### src/rtl/jfs_pkg.sv
// shared types and constants for the jpeg frame splitter
// no dependencies; imported by every module of the block
`timescale 1ns / 1ps

package jfs_pkg;

    localparam logic [7:0]  MARK_PREFIX     = 8'hFF;
    localparam logic [7:0]  MARK_SOI        = 8'hD8;
    localparam logic [7:0]  MARK_EOI        = 8'hD9;
    localparam logic [7:0]  MARK_COMMENT    = 8'hFE;
    localparam logic [7:0]  STAMP_FLAG      = 8'h01;
    localparam logic [31:0] NS_PER_HUNDREDTH = 32'd10000000;

    // one result item as it sits in the output queue
    typedef struct packed {
        logic [7:0]  data;
        logic        last;
        logic [31:0] seconds;
        logic [31:0] nanoseconds;
    } result_t;

    // results produced by one input byte: 0, 1 or 2 of them
    typedef struct packed {
        logic [1:0] count;
        result_t    first;
        result_t    second;
    } push_t;

endpackage

### src/rtl/jfs_decode.sv
// marker parser and timestamp capture for the jpeg frame splitter
// depends on jfs_pkg
`timescale 1ns / 1ps

module jfs_decode (
    input  logic           clk,
    input  logic           rst_n,
    input  logic           fire,
    input  logic [7:0]     data,
    output jfs_pkg::push_t push
);
    import jfs_pkg::*;

    typedef enum logic [2:0] {
        PH_SEARCH     = 3'd0,
        PH_SEARCH_FF  = 3'd1,
        PH_IMAGE      = 3'd2,
        PH_IMAGE_FF   = 3'd3,
        PH_HEADER     = 3'd4,
        PH_SECONDS    = 3'd5,
        PH_HUNDREDTHS = 3'd6
    } phase_t;

    phase_t      phase_reg, phase_next;
    logic [1:0]  count_reg, count_next;
    logic [31:0] seconds_reg, seconds_next;
    logic [7:0]  hundredths_reg, hundredths_next;
    logic [31:0] stamp_ns;
    result_t     plain_byte;
    result_t     eoi_byte;
    result_t     prefix_byte;
    result_t     soi_byte;

    assign stamp_ns = 32'(32'(hundredths_reg) * NS_PER_HUNDREDTH);

    always_comb
    begin
        plain_byte  = '{data: data, last: 1'b0, seconds: '0, nanoseconds: '0};
        eoi_byte    = '{data: data, last: 1'b1, seconds: seconds_reg,
                        nanoseconds: stamp_ns};
        prefix_byte = '{data: MARK_PREFIX, last: 1'b0, seconds: '0, nanoseconds: '0};
        soi_byte    = '{data: MARK_SOI, last: 1'b0, seconds: '0, nanoseconds: '0};
    end

    always_comb
    begin
        phase_next      = phase_reg;
        count_next      = count_reg;
        seconds_next    = seconds_reg;
        hundredths_next = hundredths_reg;
        push.count      = 2'd1;
        push.first      = plain_byte;
        push.second     = soi_byte;
        unique case (phase_reg)
            PH_SEARCH_FF:
            begin
                if (data == MARK_SOI)
                begin
                    push.count = 2'd2;
                    push.first = prefix_byte;
                    phase_next = PH_IMAGE;
                end
                else
                begin
                    push.count = 2'd0;
                    phase_next = PH_SEARCH;
                end
            end
            PH_IMAGE:
            begin
                if (data == MARK_PREFIX)
                    phase_next = PH_IMAGE_FF;
            end
            PH_IMAGE_FF:
            begin
                if (data == MARK_EOI)
                begin
                    push.first      = eoi_byte;
                    seconds_next    = '0;
                    hundredths_next = '0;
                    count_next      = '0;
                    phase_next      = PH_SEARCH;
                end
                else if (data == MARK_COMMENT)
                begin
                    count_next = '0;
                    phase_next = PH_HEADER;
                end
                else
                    phase_next = PH_IMAGE;
            end
            PH_HEADER:
            begin
                if (count_reg == 2'd3)
                begin
                    count_next = '0;
                    phase_next = (data == STAMP_FLAG) ? PH_SECONDS : PH_IMAGE;
                end
                else
                    count_next = count_reg + 2'd1;
            end
            PH_SECONDS:
            begin
                // big-endian: shift in from the bottom
                seconds_next = {seconds_reg[23:0], data};
                if (count_reg == 2'd3)
                begin
                    count_next = '0;
                    phase_next = PH_HUNDREDTHS;
                end
                else
                    count_next = count_reg + 2'd1;
            end
            PH_HUNDREDTHS:
            begin
                hundredths_next = data;
                phase_next      = PH_IMAGE;
            end
            default:
            begin
                push.count = 2'd0;
                phase_next = (data == MARK_PREFIX) ? PH_SEARCH_FF : PH_SEARCH;
            end
        endcase
    end

    always_ff @(posedge clk or negedge rst_n)
    begin
        if (!rst_n)
        begin
            phase_reg      <= PH_SEARCH;
            count_reg      <= '0;
            seconds_reg    <= '0;
            hundredths_reg <= '0;
        end
        else if (fire)
        begin
            phase_reg      <= phase_next;
            count_reg      <= count_next;
            seconds_reg    <= seconds_next;
            hundredths_reg <= hundredths_next;
        end
    end

    // a double push is always the start marker pair
    assert property (@(posedge clk) disable iff (!rst_n)
        push.count == 2'd2 |-> push.first.data == MARK_PREFIX &&
                               push.second.data == MARK_SOI)
        else $error("double push is not FF D8");

    // the end marker leaves the timestamp cleared and searching again
    assert property (@(posedge clk) disable iff (!rst_n)
        fire && push.count == 2'd1 && push.first.last |=>
            seconds_reg == '0 && hundredths_reg == '0 && phase_reg == PH_SEARCH)
        else $error("timestamp not cleared after end marker");

    // results outside the end marker carry no stamp
    assert property (@(posedge clk) disable iff (!rst_n)
        push.count != 2'd0 && !push.first.last |->
            push.first.seconds == '0 && push.first.nanoseconds == '0)
        else $error("stamp on a non-last result");

    // searching phases emit nothing but the start pair
    assert property (@(posedge clk) disable iff (!rst_n)
        (phase_reg == PH_SEARCH || phase_reg == PH_SEARCH_FF) |->
            push.count != 2'd1)
        else $error("single result while searching");

endmodule

### src/rtl/jfs_queue.sv
// small result queue taking up to two items per cycle, one out per cycle
// depends on jfs_pkg
`timescale 1ns / 1ps

module jfs_queue #(
    parameter int DEPTH = 4
) (
    input  logic             clk,
    input  logic             rst_n,
    input  logic             push_en,
    input  jfs_pkg::push_t   push,
    input  logic             pop,
    output logic             has_room,
    output logic             not_empty,
    output jfs_pkg::result_t head
);
    import jfs_pkg::*;

    localparam int PW = (DEPTH > 1) ? $clog2(DEPTH) : 1;
    localparam int CW = $clog2(DEPTH + 1);

    result_t        entry_reg [DEPTH];
    logic [PW-1:0]  wr_ptr_reg, wr_ptr_next;
    logic [PW-1:0]  rd_ptr_reg, rd_ptr_next;
    logic [CW-1:0]  fill_reg, fill_next;
    logic [PW-1:0]  wr_ptr_plus1;
    logic [1:0]     push_count;

    function automatic logic [PW-1:0] wrap_inc(input logic [PW-1:0] p);
        logic [PW-1:0] r;
        if (p == PW'(DEPTH - 1))
            r = '0;
        else
            r = p + PW'(1);
        return r;
    endfunction

    assign push_count   = push_en ? push.count : 2'd0;
    assign wr_ptr_plus1 = wrap_inc(wr_ptr_reg);
    assign has_room     = fill_reg <= CW'(DEPTH - 2);
    assign not_empty    = fill_reg != '0;
    assign head         = entry_reg[rd_ptr_reg];

    always_comb
    begin
        wr_ptr_next = wr_ptr_reg;
        case (push_count)
            2'd1:    wr_ptr_next = wr_ptr_plus1;
            2'd2:    wr_ptr_next = wrap_inc(wr_ptr_plus1);
            default: wr_ptr_next = wr_ptr_reg;
        endcase
        rd_ptr_next = pop ? wrap_inc(rd_ptr_reg) : rd_ptr_reg;
        fill_next   = fill_reg + CW'(push_count) - CW'(pop);
    end

    always_ff @(posedge clk or negedge rst_n)
    begin
        if (!rst_n)
        begin
            wr_ptr_reg <= '0;
            rd_ptr_reg <= '0;
            fill_reg   <= '0;
        end
        else
        begin
            wr_ptr_reg <= wr_ptr_next;
            rd_ptr_reg <= rd_ptr_next;
            fill_reg   <= fill_next;
        end
    end

    always_ff @(posedge clk)
    begin
        if (push_count != 2'd0)
            entry_reg[wr_ptr_reg] <= push.first;
        if (push_count == 2'd2)
            entry_reg[wr_ptr_plus1] <= push.second;
    end

    assert property (@(posedge clk) disable iff (!rst_n)
        fill_reg <= CW'(DEPTH))
        else $error("queue fill above depth");

    assert property (@(posedge clk) disable iff (!rst_n)
        push_count != 2'd0 |-> has_room)
        else $error("push into a queue without room for two");

    assert property (@(posedge clk) disable iff (!rst_n)
        pop |-> not_empty)
        else $error("pop from empty queue");

endmodule

### src/rtl/jpeg_frame_splitter_with_timestamp.sv
// top level of the motion-jpeg frame splitter with image timestamp
// depends on jfs_pkg, jfs_decode, jfs_queue
`timescale 1ns / 1ps

// an accepted byte is registered in the input register, parsed from there,
// and its results are written into the result queue and shown at its head
// throughput: one byte accepted per cycle while the queue has room; FF D8
// yields two result items, queued and drained one per cycle on result_ready
// reset: asynchronous active low; parser returns to searching with a zero
// timestamp and the input register and result queue come up empty
module jpeg_frame_splitter_with_timestamp #(
    parameter int QUEUE_DEPTH = 4
) (
    input  logic        clk,
    input  logic        rst_n,
    // byte stream in
    input  logic        data_valid,
    output logic        data_ready,
    input  logic [7:0]  data_in,
    // image bytes out
    output logic        result_valid,
    input  logic        result_ready,
    output logic [7:0]  data_out,
    output logic        last,
    output logic [31:0] stamp_seconds,
    output logic [31:0] stamp_nanoseconds
);
    import jfs_pkg::*;

    // input register: one byte waiting to be parsed
    logic       stage_valid_reg, stage_valid_next;
    logic [7:0] stage_data_reg;

    logic    has_room;
    logic    advance;
    logic    accept;
    logic    pop;
    push_t   push;
    result_t head;

    // the parser only moves when the queue can take a start-marker pair,
    // so the results of one byte are always queued together
    assign advance    = stage_valid_reg && has_room;
    assign data_ready = !stage_valid_reg || has_room;
    assign accept     = data_valid && data_ready;
    assign pop        = result_valid && result_ready;

    always_comb
    begin
        if (accept)
            stage_valid_next = 1'b1;
        else if (advance)
            stage_valid_next = 1'b0;
        else
            stage_valid_next = stage_valid_reg;
    end

    always_ff @(posedge clk or negedge rst_n)
    begin
        if (!rst_n)
            stage_valid_reg <= 1'b0;
        else
            stage_valid_reg <= stage_valid_next;
    end

    // payload register, no reset needed
    always_ff @(posedge clk)
    begin
        if (accept)
            stage_data_reg <= data_in;
    end

    // marker parsing and timestamp capture
    jfs_decode u_decode (
        .clk   (clk),
        .rst_n (rst_n),
        .fire  (advance),
        .data  (stage_data_reg),
        .push  (push)
    );

    // result queue decouples the two-result case from the output handshake
    jfs_queue #(
        .DEPTH (QUEUE_DEPTH)
    ) u_queue (
        .clk       (clk),
        .rst_n     (rst_n),
        .push_en   (advance),
        .push      (push),
        .pop       (pop),
        .has_room  (has_room),
        .not_empty (result_valid),
        .head      (head)
    );

    assign data_out          = head.data;
    assign last              = head.last;
    assign stamp_seconds     = head.seconds;
    assign stamp_nanoseconds = head.nanoseconds;

    // a stalled input byte is only held while the queue lacks room for two items
    assert property (@(posedge clk) disable iff (!rst_n)
        stage_valid_reg && !data_ready |-> !has_room)
        else $error("input held while queue has room");

    // an accepted byte always lands in the input register
    assert property (@(posedge clk) disable iff (!rst_n)
        accept |=> stage_valid_reg)
        else $error("accepted byte lost");

    // the input register empties whenever the parser moves and nothing new arrives
    assert property (@(posedge clk) disable iff (!rst_n)
        advance && !accept |=> !stage_valid_reg)
        else $error("parsed byte not retired");

endmodule
### config.mk
export PLATFORM = sky130hd
export DESIGN_NAME = jpeg_frame_splitter_with_timestamp
export DESIGN_NICKNAME = d
export VERILOG_FILES = /design/src/rtl/jfs_pkg.sv /design/src/rtl/jfs_decode.sv /design/src/rtl/jfs_queue.sv /design/src/rtl/jpeg_frame_splitter_with_timestamp.sv
export SDC_FILE = /design/constraint.sdc
export NUM_CORES = 1
export LEC_CHECK = 0
export ABC_AREA = 1
export BUFFER_PORTS_ARGS = -buffer_cell sky130_fd_sc_hd__buf_4
export CAP_MARGIN = 20
export CORE_ASPECT_RATIO = 1.4
export CORE_MARGIN = 2
export CORE_UTILIZATION = 55
export DETAILED_ROUTE_END_ITERATION = 10
export GPL_ROUTABILITY_DRIVEN = 0
export HOLD_SLACK_MARGIN = 0.15
export PLACE_DENSITY = 0.84
export SYNTH_ARGS = -nofsm -noshare
export SYNTH_HDL_FRONTEND = slang
export SYNTH_SLANG_ARGS = --single-unit
### constraint.sdc
create_clock -name clk -period 5.8 [get_ports clk]
set_input_delay 0.29 -clock clk [delete_from_list [all_inputs] [get_ports clk]]
set_output_delay 0.29 -clock clk [all_outputs]
set_load 0.005 [all_outputs]
After elaboration in Yosys (flattened, before gate mapping)
Memories as Yosys holds them, arrays and structs flattened.
Cells that the tools add are included.
{"block": "classes", "multipliers": 1, "n_eq_ne": 22, "n_addsub": 6, "magnitude_cmp": 1, "reduce_logical": 18, "mux": 33}
{"operator": "73-bit one-hot mux with 2 select lines", "n": 1}
{"operator": "73-bit 2-to-1 mux", "n": 1}
{"operator": "65-bit 2-to-1 mux", "n": 1}
{"operator": "32-bit one-hot mux with 2 select lines", "n": 1}
{"operator": "8-bit equality test, second input constant", "n": 4}
{"operator": "32-bit 2-to-1 mux", "n": 1}
{"operator": "8-bit by 17-bit multiplier with 25-bit output, second input constant", "n": 1}
{"operator": "2-bit 2-to-1 mux", "n": 9}
{"operator": "3-bit 2-to-1 mux", "n": 6}
{"operator": "3-bit one-hot mux with 6 select lines", "n": 1}
{"operator": "8-bit one-hot mux with 2 select lines", "n": 1}
{"operator": "2-bit one-hot mux with 2 select lines", "n": 3}
{"operator": "2-bit nonzero test", "n": 6}
{"operator": "2-bit equality test, second input constant", "n": 5}
{"operator": "3-bit equality test, second input constant", "n": 3}
{"operator": "3-bit AND reduction", "n": 3}
{"operator": "2-bit by 1-bit adder with 2-bit output, second input constant", "n": 4}
{"operator": "8-bit by 1-bit equality test with 1-bit output, second input constant", "n": 1}
{"operator": "8-bit 2-to-1 mux", "n": 1}
{"operator": "2-bit by 1-bit != test with 1-bit output, second input constant", "n": 4}
{"operator": "1-bit 2-to-1 mux", "n": 7}
{"operator": "3-bit by 2-bit equality test with 1-bit output, second input constant", "n": 2}
{"operator": "5-bit OR reduction", "n": 1}
{"operator": "4-bit AND reduction", "n": 1}
{"operator": "other kinds (11)", "n": 13}
{"block": "word_totals", "regBits": 61, "ram_bits": 292, "output_inout_bits": 75, "input_bits": 12, "n_memories": 1, "word_cells": 91}
{"name": "u_queue.entry_reg", "words": 4, "word_bits": 73, "read_ports": 1, "rd_clocked_by_memory_dff": 0, "write_ports": 2, "line_no": "jfs_queue.sv:22", "rtl": "result_t entry_reg [DEPTH];"}

Depth between registers and ports, before layout
{"block": "logic_depth", "word_depth": 7, "ltp_mapped": 18, "depth_no_buf": 18}

By module
From an unflattened synthesis, not the netlist that was laid out.
{"block": "hier_totals", "hier_cells": 2308, "hier_area_um2": 20845.0}
{"module": "jfs_queue", "area_each_um2": 15069.5, "seq_area_each_um2": 8943.6, "cells_each": 1565, "instances": 1}
{"module": "jfs_decode", "area_each_um2": 5475.3, "seq_area_each_um2": 1126.1, "cells_each": 725, "instances": 1}
{"module": "jpeg_frame_splitter_with_timestamp", "area_each_um2": 300.3, "seq_area_each_um2": 265.3, "cells_each": 18, "instances": 1}

Worst setup path after synthesis
No wires, ideal clock.
{"block": "synth_timing", "path_type": "flip-flop to flip-flop", "from": "reg u_decode.hundredths_reg[6]", "to": "mem u_queue.entry_reg[0][20] in the netlist's numbering", "path_slack_ns": 2.117, "period_less_slack_ns": 3.683, "n_path_buf": 0, "path_stages_with_launch": 15, "t_arrival_ns": 3.555, "required_time_ns": 5.672, "setup_ns": 0.128, "path_cell_list": "dfrtp_1 > inv_1 > ha_1 > inv_1 > fa_1 > fa_1 > fa_1 > ha_1 > nand2_1 > nor2_1 > nand3_1 > nand3_1 > or2_2 > nand3_1 > a21oi_1"}
{"item": "start, declared", "line_no": "jfs_decode.sv:27", "rtl": "logic [7:0] hundredths_reg, hundredths_next;"}
{"item": "start signal, assigned", "line_no": "jfs_decode.sv:141", "rtl": "hundredths_reg <= hundredths_next;"}
{"item": "end, declared", "line_no": "jfs_queue.sv:22"}

==> impl_metrics.ini <==
[synth]
synth_area_leader_cell = dfxtp_1
synth_seq_cells = 325
synth_most_common_cell = o21ai_0
avgSynthCellArea_sq_um = 7.87
syn_inst = 1984
synth_flop_cell = dfxtp_1
yosysWarnings = 0
ys_async_sr_fraction_pct = 16.3
yosys-top-cells-count = o21ai_0, dfxtp_1, a21oi_1
synth_top_area_share_pct = 33.9
synth_edf_count = 8
syn_area_sq_mm = 0.0156
synth_seq_area_share_pct = 43.9
synth.distinct_cells = 38
synth_top_cells_by_area = dfxtp_1, o21ai_0, dfrtp_1, a21oi_1, ha_1

[routing]
drt-vias-per-instance = 6.13
drtPass1Iterations = 9
vias = 14600
drtIter0Drc = 1586
wl_mm = 44.5
drcViolationCount = 0
wl_per_cell_microns = 18.6
postRouteAntennaNets = 0

[floorplan]
start_util_pct = 55.5
core_sq_mm = 0.0281
num_rows = 73
die_x_microns = 146
dieArea_sq_mm = 0.0298
io_pins = 87
die_y_microns = 203

[power]
seq_power_share_pct = 37.9
peakVddDrop_mv = 0.266
p_int_uw = 4560
p_per_area_mw_per_mm2 = 394
p_sw_uw = 2320
combinationalPowerShare_pct = 30.3
leakage_uw = 0.00795
switching_share_pct = 33.7
clkPwrFrac_pct = 31.7

[timing]
fin_crit_sh_pct = 71.8
skew_ns = 0.0261
fin_ws_ns = 1.64
tightest_slew_ns = 0.873
fmax_mhz = 240
setup_tns_ns = 0
rsz0062_at_grt = no
min_period_ns = 4.16
setup_viol = 0
relSlewSlack_pct = 41.7
final_max_slew_viol_count = 0
final-hold-violation-count = 0

[clock_network]
root_buffer = clkbuf_16
post_cts_resized = 0
cts.clk_slew.worst_paths_ns = 0.07
clk_path_buf_depth = 3
htree_levels = 1
cts_sinks = 325
cts_tree = done
clock_latency_ns = 0.60
numCtsBuffers = 30

[final_layout]
nets = 2105
final_area_sq_mm = 0.0175
multi_input_area_sq_mm = 0.00763
largest_reg_flops = 264
n_antenna_cell = 0
drive_gt1_share_pct = 9.54
syn_to_final_growth_pct = 12.0
regArea_sq_mm = 0.00686
nFillCells = 2347

[worst_setup_path]
worst_setup_path_start_kind = register
cp_max_fo = 9
crit_slowest_cell = dfrtp_1
max_stage_delay_ns = 0.54
cp.required_ns = 6.24
path_common_cell = nand2_1
end_kind = register
crit_type = register to register
arrival_ns = 4.60
crit_chain = inv_1, ha_1, inv_1, fa_1, fa_1, fa_1, ha_1, nand2_1, inv_1, nand2_1, nand2_1, nand2_1, nand3_1, o21ai_1, a21oi_1

[global_routing]
overflow = 0
track_usage_pct = 29.2
antenna_found_initial = 0
grt_pass1_vias = 14400
grt_max_degree = 81
grt_pass1_wl_mm = 71.4

[worst_hold_path]
hold_class = input port to register

[place]
portBuffers = 79
dp_hpwl_mm = 27.2
dpl_cell_area_sq_mm = 0.0163
pre_cts_ws_ns = 1.74

[status]
status = complete, no violations

[job]
maxCapViolCount = 0
==> cell usage in the layout, fill, tap and decap left out, types with 6 or more instances in the layout <==
cell	instances
dfrtp_1	51
clkinv_2	12
ha_1	86
o21ai_0	400
nand4_1	7
nand3b_1	6
dlygate4sd3_1	10
nand2_1	191
inv_2	10
nand3_1	27
nor2_1	203
o211ai_1	20
o22ai_1	102
nand3_2	10
buf_4	96
inv_1	141
bufinv_16	6
fa_1	19
a21oi_1	250
conb_1	7
edfxtp_1	8
clkbuf_16	30
dfxtp_1	264
nor3_1	7
==> per-stage QoR <==
stage | hold WS [ns] | util (%) | total power [uW] | cells
after floorplan | -0.00559 | - | 3760 | 1990
after global placement | 0.359 | 57.9 | 4630 | 2321
after detailed placement | 0.368 | 57.9 | 4680 | 2321
after CTS | 0.170 | 62.2 | 6860 | 2387
after global routing | 0.241 | 62.2 | 7190 | 2387
final | 0.189 | 62.2 | 6880 | 2387
==> cell type report <==
class	count	area share [%]
multi-input cells	1371	43.7
clock inverters	20	1.62
inverters	153	3.30
clock buffers	36	4.71
flip-flops and latches	325	39.2
repair buffers	107	4.81
well taps	375	2.68
==> worst paths after layout <==
path / cells past startpoint / slack, ns / start / to
setup reg to reg: 15 / 1.64 / u_decode.hundredths_reg[6]$_DFFE_PN0P_ / u_queue.entry_reg[3][21]$_SDFFE_PP0P_
setup / recovery: 15 / 1.64 / u_decode.hundredths_reg[6]$_DFFE_PN0P_ / u_queue.entry_reg[3][21]$_SDFFE_PP0P_
max in group asynchronous: 2 / 5.00 / rst_n / u_queue.rd_ptr_reg[0]$_DFFE_PN0P_
hold / removal: 4 / 0.19 / result_ready / u_queue.rd_ptr_reg[1]$_DFFE_PN0P_
min in group asynchronous: 2 / 0.27 / rst_n / stage_valid_reg$_DFFE_PN0P_
hold reg to reg: 2 / 0.47 / u_queue.entry_reg[2][69]$_SDFFE_PP1P_ / u_queue.entry_reg[2][69]$_SDFFE_PP1P_
==> routing by layer <==
| metal | wire length, microns | global-route usage, % |
|---|---|---|
| met1 | 17000 | 34.6 |
| met2 | 21400 | 50.3 |
| met3 | 3640 | 4.38 |
| met4 | 2390 | 17.5 |
| met5 | 0 | 0 |
==> power groups by stage <==
| stage | sequential, uW | combinational [uW] | clock, uW |
|---|---|---|---|
| 2_1_floorplan | 2540 | 1220 | 0 |
| 3_3_place_gp | 2630 | 1990 | 0 |
| 3_5_place_dp | 2640 | 2040 | 0 |
| 4_1_cts | 2600 | 2060 | 2200 |
| 5_1_grt | 2630 | 2280 | 2280 |
| 6_report | 2610 | 2090 | 2180 |
==> critical path: cells and delay by family (launching register included) <==
kind	cells	cell delay, ns
AO/OA/AOI/OAI	2	0.47
adder cells (fa/ha/maj)	5	2.22
buffers and inverters	3	0.29
flip-flops	1	0.54
AND/OR/NAND/NOR	5	0.49
==> repair_timing <==
item	4_1_cts	5_1_grt
hold buffers	10	0
buffers inserted	0	0
hold endpoints to repair	62	0
==> kinds of logic after synthesis <==
kind of cell	Yosys count	share of synthesized area, %
buffers and inverters	294	7.47
AO/OA/AOI/OAI	787	26.6
flip-flops	325	43.9
other	1	0.0240
adder cells (fa/ha/maj)	105	9.33
XOR/XNOR	6	0.337
AND/OR/NAND/NOR	466	12.4
No activity file was read; power rests on OpenSTA's default activity.
